File: config.mk
export PLATFORM = sky130hd
export DESIGN_NAME = aesc_ctrl
export DESIGN_NICKNAME = d
export VERILOG_FILES = /design/src/rtl/core/aes128_block_cipher_custom_rcon_unit_assert.svh /design/src/rtl/core/aesc_pkg.sv /design/src/rtl/core/aesc_ctrl.sv
export SDC_FILE = /design/constraint.sdc
export NUM_CORES = 1
export LEC_CHECK = 0
export ABC_AREA = 1
export BUFFER_PORTS_ARGS = -buffer_cell sky130_fd_sc_hd__buf_4
export CAP_MARGIN = 0
export CORE_AREA = 2 2 39 41
export DETAILED_ROUTE_END_ITERATION = 6
export DIE_AREA = 0 0 41 43
export PLACE_DENSITY = 0.69
export SYNTH_ARGS = -nofsm -noshare
export SYNTH_HDL_FRONTEND = slang
export SYNTH_SLANG_ARGS = --single-unit
File: constraint.sdc
create_clock -name clk -period 3.6 [get_ports clk]
set_clock_uncertainty 0.05 [all_clocks]
set_input_delay 0.18 -clock clk [delete_from_list [all_inputs] [get_ports clk]]
set_output_delay 0.18 -clock clk [all_outputs]
set_load 0.05 [all_outputs]
File: src/rtl/core/aes128_block_cipher_custom_rcon_unit_assert.svh
// Assertion macros for the cipher unit.
`ifndef AES128_BLOCK_CIPHER_CUSTOM_RCON_UNIT_ASSERT_SVH
`define AES128_BLOCK_CIPHER_CUSTOM_RCON_UNIT_ASSERT_SVH

// same-cycle implication
`define AESC_ASSERT_NOW(label, clk, rst, ante, cons) \
  label: assert property (@(posedge clk) disable iff (rst) (ante) |-> (cons)) \
    else $error("assertion failed");

// next-cycle implication
`define AESC_ASSERT_NEXT(label, clk, rst, ante, cons) \
  label: assert property (@(posedge clk) disable iff (rst) (ante) |=> (cons)) \
    else $error("assertion failed");

`endif

File: src/rtl/core/aesc_pkg.sv
package aesc_pkg;

  localparam int ROUNDS = 10;

  typedef enum logic [1:0] {
    ST_KLOAD,
    ST_EXPAND,
    ST_IDLE,
    ST_RUN
  } state_t;

  // commands from controller to datapath
  typedef struct packed {
    logic       load_key;   // key_work <= key registers
    logic       exp_step;   // one forward key schedule step
    logic       store_k10;  // keep last round key
    logic       load_blk;   // load block, add first round key
    logic       rnd_step;   // one cipher round
    logic       dec;
    logic       last;
    logic [3:0] rc_idx;
  } ctl_cmd_t;

  localparam logic [7:0] RCON [ROUNDS] = '{
    8'h02, 8'h03, 8'h05, 8'h06, 8'h70, 8'h80, 8'h90, 8'h10, 8'h5b, 8'h56
  };

  localparam logic [7:0] SBOX [256] = '{
    8'h63,8'h7C,8'h77,8'h7B,8'hF2,8'h6B,8'h6F,8'hC5,8'h30,8'h01,8'h67,8'h2B,8'hFE,8'hD7,8'hAB,8'h76,
    8'hCA,8'h82,8'hC9,8'h7D,8'hFA,8'h59,8'h47,8'hF0,8'hAD,8'hD4,8'hA2,8'hAF,8'h9C,8'hA4,8'h72,8'hC0,
    8'hB7,8'hFD,8'h93,8'h26,8'h36,8'h3F,8'hF7,8'hCC,8'h34,8'hA5,8'hE5,8'hF1,8'h71,8'hD8,8'h31,8'h15,
    8'h04,8'hC7,8'h23,8'hC3,8'h18,8'h96,8'h05,8'h9A,8'h07,8'h12,8'h80,8'hE2,8'hEB,8'h27,8'hB2,8'h75,
    8'h09,8'h83,8'h2C,8'h1A,8'h1B,8'h6E,8'h5A,8'hA0,8'h52,8'h3B,8'hD6,8'hB3,8'h29,8'hE3,8'h2F,8'h84,
    8'h53,8'hD1,8'h00,8'hED,8'h20,8'hFC,8'hB1,8'h5B,8'h6A,8'hCB,8'hBE,8'h39,8'h4A,8'h4C,8'h58,8'hCF,
    8'hD0,8'hEF,8'hAA,8'hFB,8'h43,8'h4D,8'h33,8'h85,8'h45,8'hF9,8'h02,8'h7F,8'h50,8'h3C,8'h9F,8'hA8,
    8'h51,8'hA3,8'h40,8'h8F,8'h92,8'h9D,8'h38,8'hF5,8'hBC,8'hB6,8'hDA,8'h21,8'h10,8'hFF,8'hF3,8'hD2,
    8'hCD,8'h0C,8'h13,8'hEC,8'h5F,8'h97,8'h44,8'h17,8'hC4,8'hA7,8'h7E,8'h3D,8'h64,8'h5D,8'h19,8'h73,
    8'h60,8'h81,8'h4F,8'hDC,8'h22,8'h2A,8'h90,8'h88,8'h46,8'hEE,8'hB8,8'h14,8'hDE,8'h5E,8'h0B,8'hDB,
    8'hE0,8'h32,8'h3A,8'h0A,8'h49,8'h06,8'h24,8'h5C,8'hC2,8'hD3,8'hAC,8'h62,8'h91,8'h95,8'hE4,8'h79,
    8'hE7,8'hC8,8'h37,8'h6D,8'h8D,8'hD5,8'h4E,8'hA9,8'h6C,8'h56,8'hF4,8'hEA,8'h65,8'h7A,8'hAE,8'h08,
    8'hBA,8'h78,8'h25,8'h2E,8'h1C,8'hA6,8'hB4,8'hC6,8'hE8,8'hDD,8'h74,8'h1F,8'h4B,8'hBD,8'h8B,8'h8A,
    8'h70,8'h3E,8'hB5,8'h66,8'h48,8'h03,8'hF6,8'h0E,8'h61,8'h35,8'h57,8'hB9,8'h86,8'hC1,8'h1D,8'h9E,
    8'hE1,8'hF8,8'h98,8'h11,8'h69,8'hD9,8'h8E,8'h94,8'h9B,8'h1E,8'h87,8'hE9,8'hCE,8'h55,8'h28,8'hDF,
    8'h8C,8'hA1,8'h89,8'h0D,8'hBF,8'hE6,8'h42,8'h68,8'h41,8'h99,8'h2D,8'h0F,8'hB0,8'h54,8'hBB,8'h16
  };

  localparam logic [7:0] INV_SBOX [256] = '{
    8'h52,8'h09,8'h6A,8'hD5,8'h30,8'h36,8'hA5,8'h38,8'hBF,8'h40,8'hA3,8'h9E,8'h81,8'hF3,8'hD7,8'hFB,
    8'h7C,8'hE3,8'h39,8'h82,8'h9B,8'h2F,8'hFF,8'h87,8'h34,8'h8E,8'h43,8'h44,8'hC4,8'hDE,8'hE9,8'hCB,
    8'h54,8'h7B,8'h94,8'h32,8'hA6,8'hC2,8'h23,8'h3D,8'hEE,8'h4C,8'h95,8'h0B,8'h42,8'hFA,8'hC3,8'h4E,
    8'h08,8'h2E,8'hA1,8'h66,8'h28,8'hD9,8'h24,8'hB2,8'h76,8'h5B,8'hA2,8'h49,8'h6D,8'h8B,8'hD1,8'h25,
    8'h72,8'hF8,8'hF6,8'h64,8'h86,8'h68,8'h98,8'h16,8'hD4,8'hA4,8'h5C,8'hCC,8'h5D,8'h65,8'hB6,8'h92,
    8'h6C,8'h70,8'h48,8'h50,8'hFD,8'hED,8'hB9,8'hDA,8'h5E,8'h15,8'h46,8'h57,8'hA7,8'h8D,8'h9D,8'h84,
    8'h90,8'hD8,8'hAB,8'h00,8'h8C,8'hBC,8'hD3,8'h0A,8'hF7,8'hE4,8'h58,8'h05,8'hB8,8'hB3,8'h45,8'h06,
    8'hD0,8'h2C,8'h1E,8'h8F,8'hCA,8'h3F,8'h0F,8'h02,8'hC1,8'hAF,8'hBD,8'h03,8'h01,8'h13,8'h8A,8'h6B,
    8'h3A,8'h91,8'h11,8'h41,8'h4F,8'h67,8'hDC,8'hEA,8'h97,8'hF2,8'hCF,8'hCE,8'hF0,8'hB4,8'hE6,8'h73,
    8'h96,8'hAC,8'h74,8'h22,8'hE7,8'hAD,8'h35,8'h85,8'hE2,8'hF9,8'h37,8'hE8,8'h1C,8'h75,8'hDF,8'h6E,
    8'h47,8'hF1,8'h1A,8'h71,8'h1D,8'h29,8'hC5,8'h89,8'h6F,8'hB7,8'h62,8'h0E,8'hAA,8'h18,8'hBE,8'h1B,
    8'hFC,8'h56,8'h3E,8'h4B,8'hC6,8'hD2,8'h79,8'h20,8'h9A,8'hDB,8'hC0,8'hFE,8'h78,8'hCD,8'h5A,8'hF4,
    8'h1F,8'hDD,8'hA8,8'h33,8'h88,8'h07,8'hC7,8'h31,8'hB1,8'h12,8'h10,8'h59,8'h27,8'h80,8'hEC,8'h5F,
    8'h60,8'h51,8'h7F,8'hA9,8'h19,8'hB5,8'h4A,8'h0D,8'h2D,8'hE5,8'h7A,8'h9F,8'h93,8'hC9,8'h9C,8'hEF,
    8'hA0,8'hE0,8'h3B,8'h4D,8'hAE,8'h2A,8'hF5,8'hB0,8'hC8,8'hEB,8'hBB,8'h3C,8'h83,8'h53,8'h99,8'h61,
    8'h17,8'h2B,8'h04,8'h7E,8'hBA,8'h77,8'hD6,8'h26,8'hE1,8'h69,8'h14,8'h63,8'h55,8'h21,8'h0C,8'h7D
  };

endpackage

File: src/rtl/core/aesc_ctrl.sv
module aesc_ctrl (
  input  logic                clk,
  input  logic                rst,
  input  logic                start,
  input  logic                cmd,
  input  logic                key_wr,
  output logic                busy,
  output logic                done,
  output aesc_pkg::ctl_cmd_t  ctl
);

  aesc_pkg::state_t state, state_next;
  logic [3:0] cnt, cnt_next;
  logic       dec, dec_next;
  logic       done_next;

  // state registers
  always_ff @(posedge clk) begin
    if (rst) begin
      state <= aesc_pkg::ST_KLOAD;
      cnt   <= '0;
      dec   <= 1'b0;
      done  <= 1'b0;
    end else begin
      state <= state_next;
      cnt   <= cnt_next;
      dec   <= dec_next;
      done  <= done_next;
    end
  end

  // next state and commands
  always_comb begin
    state_next = state;
    cnt_next   = cnt;
    dec_next   = dec;
    done_next  = 1'b0;
    ctl        = '0;
    ctl.dec    = dec;
    ctl.last   = (cnt == 4'(aesc_pkg::ROUNDS - 1));
    ctl.rc_idx = dec ? 4'(aesc_pkg::ROUNDS - 1) - cnt : cnt;
    case (state)
      aesc_pkg::ST_KLOAD: begin
        ctl.load_key = 1'b1;
        cnt_next     = '0;
        state_next   = aesc_pkg::ST_EXPAND;
      end
      aesc_pkg::ST_EXPAND: begin
        ctl.dec      = 1'b0;
        ctl.rc_idx   = cnt;
        ctl.exp_step = 1'b1;
        ctl.store_k10 = ctl.last;
        cnt_next     = cnt + 4'd1;
        if (ctl.last) state_next = aesc_pkg::ST_IDLE;
      end
      aesc_pkg::ST_IDLE: begin
        if (start) begin
          ctl.load_blk = 1'b1;
          ctl.dec      = cmd;
          dec_next     = cmd;
          cnt_next     = '0;
          state_next   = aesc_pkg::ST_RUN;
        end
      end
      aesc_pkg::ST_RUN: begin
        ctl.rnd_step = 1'b1;
        cnt_next     = cnt + 4'd1;
        if (ctl.last) begin
          done_next  = 1'b1;
          state_next = aesc_pkg::ST_IDLE;
        end
      end
      default: state_next = aesc_pkg::ST_KLOAD;
    endcase
    // a key write restarts the schedule
    if (key_wr) begin
      state_next = aesc_pkg::ST_KLOAD;
      done_next  = 1'b0;
    end
  end

  assign busy = (state != aesc_pkg::ST_IDLE);

endmodule

After elaboration in Yosys (flattened, before gate mapping)

Index checks and enable logic that the tools add are counted.

Input bits: 5
Bits in registers: 8
Output and inout port bits: 13
Word-level logic and storage cells: 34

Add/subtract/negate cells: 2
Reduce and logical (&&, ||, !) cells: 5
Equal/unequal tests: 7
Bitwise gates (word level): 1
Mux-type cells: 15

Operator list:

| kind                | number |
|---|---|
| $mux 4              | 3 |
| $pmux 4 s3          | 1 |
| $mux 1              | 6 |
| $mux 2              | 3 |
| $pmux 2 s3          | 1 |
| $add 4x1->4 const B | 1 |
| $eq 2x2->1 const B  | 2 |
| $eq 4x4->1 const B  | 1 |
| $ne 2x2->1 const B  | 2 |
| $reduce_or 2->1     | 2 |
| $sub 4x4->4 const A | 1 |
| $reduce_or 3->1     | 1 |
| $eq 2x1->1 const B  | 1 |
| $logic_not 2->1     | 1 |
| $ne 2x1->1 const B  | 1 |
| $pmux 1 s2          | 1 |
| $reduce_and 2->1    | 1 |
| $not 1->1           | 1 |

Depth between registers and ports, before layout

Depth in word-level cells: 4
Gate-level depth with buffers: 8
Mapped depth without buffers: 8

Worst setup path after synthesis

Ideal clock, no wire load.

Path kind: reg2out
Start: reg state[1]
End: out ctl[2] (netlist name)
Data arrival time: 2.149 ns
Data required time: 3.370 ns
Path slack: 1.221 ns
Path buffers: 0
Stages on the path, launching flop included: 5
Cells stage by stage: dfxtp_1 inv_1 ha_1 nor2_2 o21ai_0

RTL lines:

| what                   | RTL line        | text |
|---|---|---|
| start, declared        | aesc_ctrl.sv:12 | `aesc_pkg::state_t state, state_next;` |
| start signal, assigned | aesc_ctrl.sv:20 | `state <= aesc_pkg::ST_KLOAD;` |
| start signal, assigned | aesc_ctrl.sv:25 | `state <= state_next;` |
| end, declared          | aesc_ctrl.sv:9  | `output aesc_pkg::ctl_cmd_t ctl` |

==> flow_summary.json <==
{
  "power.net_switching_uw": 91.9,
  "startpoint_of_the_lowest_slack_register_to_register_path": "state[1]$_SDFFE_PP0P_",
  "number_of_antenna_violations_at_the_first_check_in_global_routing": 0,
  "signal_arrival_time_at_the_worst_endpoint_ps": 1600,
  "ys_ff_latch": 8,
  "syn2layout_area_growth_pct": 28.7,
  "final_cell_area_um2": 729,
  "grt_util_all_layers": 0.192,
  "place_hpwl_um": 973,
  "dr.first_iter.drc_count": 9,
  "post_synth_instance_area_um2": 567,
  "slew_headroom": 0.808,
  "synth_edf_count": 0,
  "fin_util": 0.527,
  "post_synthesis_average_cell_area_um2": 7.36,
  "critical_path.startpoint": "state[1]$_SDFFE_PP0P_",
  "period_share": 0.508,
  "preCtsSetupSlack_ps": 2070,
  "fin_tns_setup_ps": 0,
  "cp_data_required_time_ps": 3370,
  "post-layout-total-power_uw": 247,
  "via_count": 544,
  "syn-instance-count": 77,
  "postLayoutSetupSlackWorst_ps": 1770,
  "cts_setup_buffers": 0,
  "timing.critical_path.fanout_max": 4,
  "finalSetupViolCount": 0,
  "first_pass_iters": 4,
  "number_of_core_rows": 14,
  "final_common_cell": "buf_4",
  "clock.fmax_ghz": 0.547,
  "postSynth.asyncResetShare": 0,
  "power_switching_share": 0.373,
  "die_w_um": 41,
  "layout.cells.most_common_list": "buf_4 (17), nand2_1 (13), inv_1 (11)",
  "min-delay-path-class": "in -> reg",
  "fp.dieArea_um2": 1760,
  "synth-warning-count": 0,
  "wl_um": 1260,
  "post-route-drc-count": 0,
  "port_bufs": 17,
  "initial_core_util": 0.410,
  "globalRoute.totalOverflow": 0,
  "io_pins": 18,
  "final_cells": 112,
  "worst-slew-pin-transition_ps": 288,
  "outcome": "finished, final reports clean",
  "grt_pass1_wl_um": 2220,
  "most_instantiated_flip_flop_cell_in_the_synthesis_netlist": "dfxtp_1",
  "regToRegSetupSlack_ps": 2230,
  "grt_pass1_vias": 523,
  "ctsLongestPathBuffers": 2,
  "post_drt_via_cell_ratio": 4.86,
  "final_antenna_net_count": 0,
  "cts.clk_slew.worst_paths_ps": 70,
  "finalWeightedCongestion": 0.751,
  "setup_repair_after_global_routing_missed_its_margin": "no",
  "final_layout_size_suffix_gt1_frac": 0.344,
  "clockPowerShare": 0.305,
  "final.hold.worst_slack_ps": 25.2,
  "hold_viol": 0,
  "clock_sinks": 8,
  "timing.hold.worst.start": "key_wr",
  "power.share.combinational": 0.304,
  "cap_viol_max_count": 0,
  "peakVddDrop_uv": 206,
  "cts_hold_buf": 0,
  "static-leakage-power_nw": 0.347,
  "antennaDiodeCount": 0,
  "grt_start_max_net_pins": 10,
  "core_um2": 1380,
  "final.fill_count": 146,
  "cts_inserted_buffers": 3,
  "report.final.slew_viol_count": 0,
  "seq_area_frac_synth": 0.283,
  "p_seq_frac": 0.391,
  "synthesis.nets": 90,
  "worst_setup_path_start_kind": "flop",
  "synthDistinctLibCells": 19,
  "h_tree_level_count": 1,
  "finalCriticalPeriod_ps": 1830,
  "end_kind": "output port",
  "placed_cells": 109,
  "die_height_um": 43,
  "setup.worst_path.class": "reg -> out",
  "detail_route.wl_per_cell_um": 11.3,
  "internal_power_uw": 155,
  "power_density_of_the_placed_cells_nw_per_um2": 338,
  "cts_tree": "built",
  "clk_root_buffer_cell": "clkbuf_4",
  "finalNetCount": 111,
  "post_dp_cell_area_um2": 707,
  "clkLatencyLatePin_ps": 270,
  "postCtsResizedCells": 0
}
==> layout make-up <==
type / instances / area, um^2 / area share
Sequential cell: 8 / 160 / 0.220
Clock buffer: 3 / 22.5 / 0.0309
Tap cell: 16 / 20.0 / 0.0274
Multi-Input combinational cell: 54 / 347 / 0.475
Inverter: 14 / 52.6 / 0.0720
Timing Repair Buffer: 17 / 128 / 0.175
==> per-layer routing <==
layer	wire length [um]	vias up	share of wire	track usage
met2	590	17	0.47	0.288
met1	544	241	0.43	0.223
met3	79	7	0.063	0.0524
met4	46	0	0.036	0.133
met5	0	-	0	0
li1	-	279	-	-
==> flip-flops by register name (all words and copies together), names as in the netlist <==
| register | count |
|---|---|
| state | 2 |
| done | 1 |
| dec | 1 |
| cnt | 4 |
==> logic make-up after synthesis <==
kind of cell | share of synthesized area
XOR/XNOR | 0.0309
buffers and inverters | 0.106
AND/OR/NAND/NOR | 0.325
adder cells (fa/ha/maj) | 0.177
AO/OA/AOI/OAI | 0.0795
flip-flops | 0.283
==> synthesized netlist by cell type (2+ instances only) <==
library cell / count / area, um^2
nand2_2: 3 / 18.8
inv_1: 11 / 41.3
o21ai_1: 2 / 10.0
nand3_1: 4 / 20.0
nor2_2: 4 / 25.0
nand2_1: 13 / 48.8
nor2_4: 2 / 22.5
ha_1: 8 / 100
dfxtp_1: 8 / 160
a21oi_1: 6 / 30.0
inv_2: 3 / 11.3
nor2_1: 5 / 18.8
xor2_1: 2 / 17.5
==> path summary, 6_finish.rpt <==
path,to,cells past startpoint
max reg2reg,cnt[2]$_SDFFE_PP0P_,8
min,done$_SDFF_PP0_,2
min reg2reg,dec$_SDFFE_PP0N_,2
max,ctl[3],6
==> critical path, stage by stage, from the launching register on <==
cell,delay (ps)
dfxtp_1,380
inv_1,100
ha_1,230
nor2_2,190
nand2_1,80
xor2_1,130
buf_4,210
==> power by group through the flow <==
| stage | sequential, mW | clock [mW] | combinational (mW) |
|---|---|---|---|
| after floorplan | 0.0971 | 0 | 0.0551 |
| after global placement | 0.0980 | 0 | 0.0733 |
| after detailed placement | 0.0983 | 0 | 0.0745 |
| after CTS | 0.0965 | 0.0751 | 0.0752 |
| after global routing | 0.0970 | 0.0797 | 0.0813 |
| final | 0.0964 | 0.0753 | 0.0748 |
(Power assumes the default switching activity.)
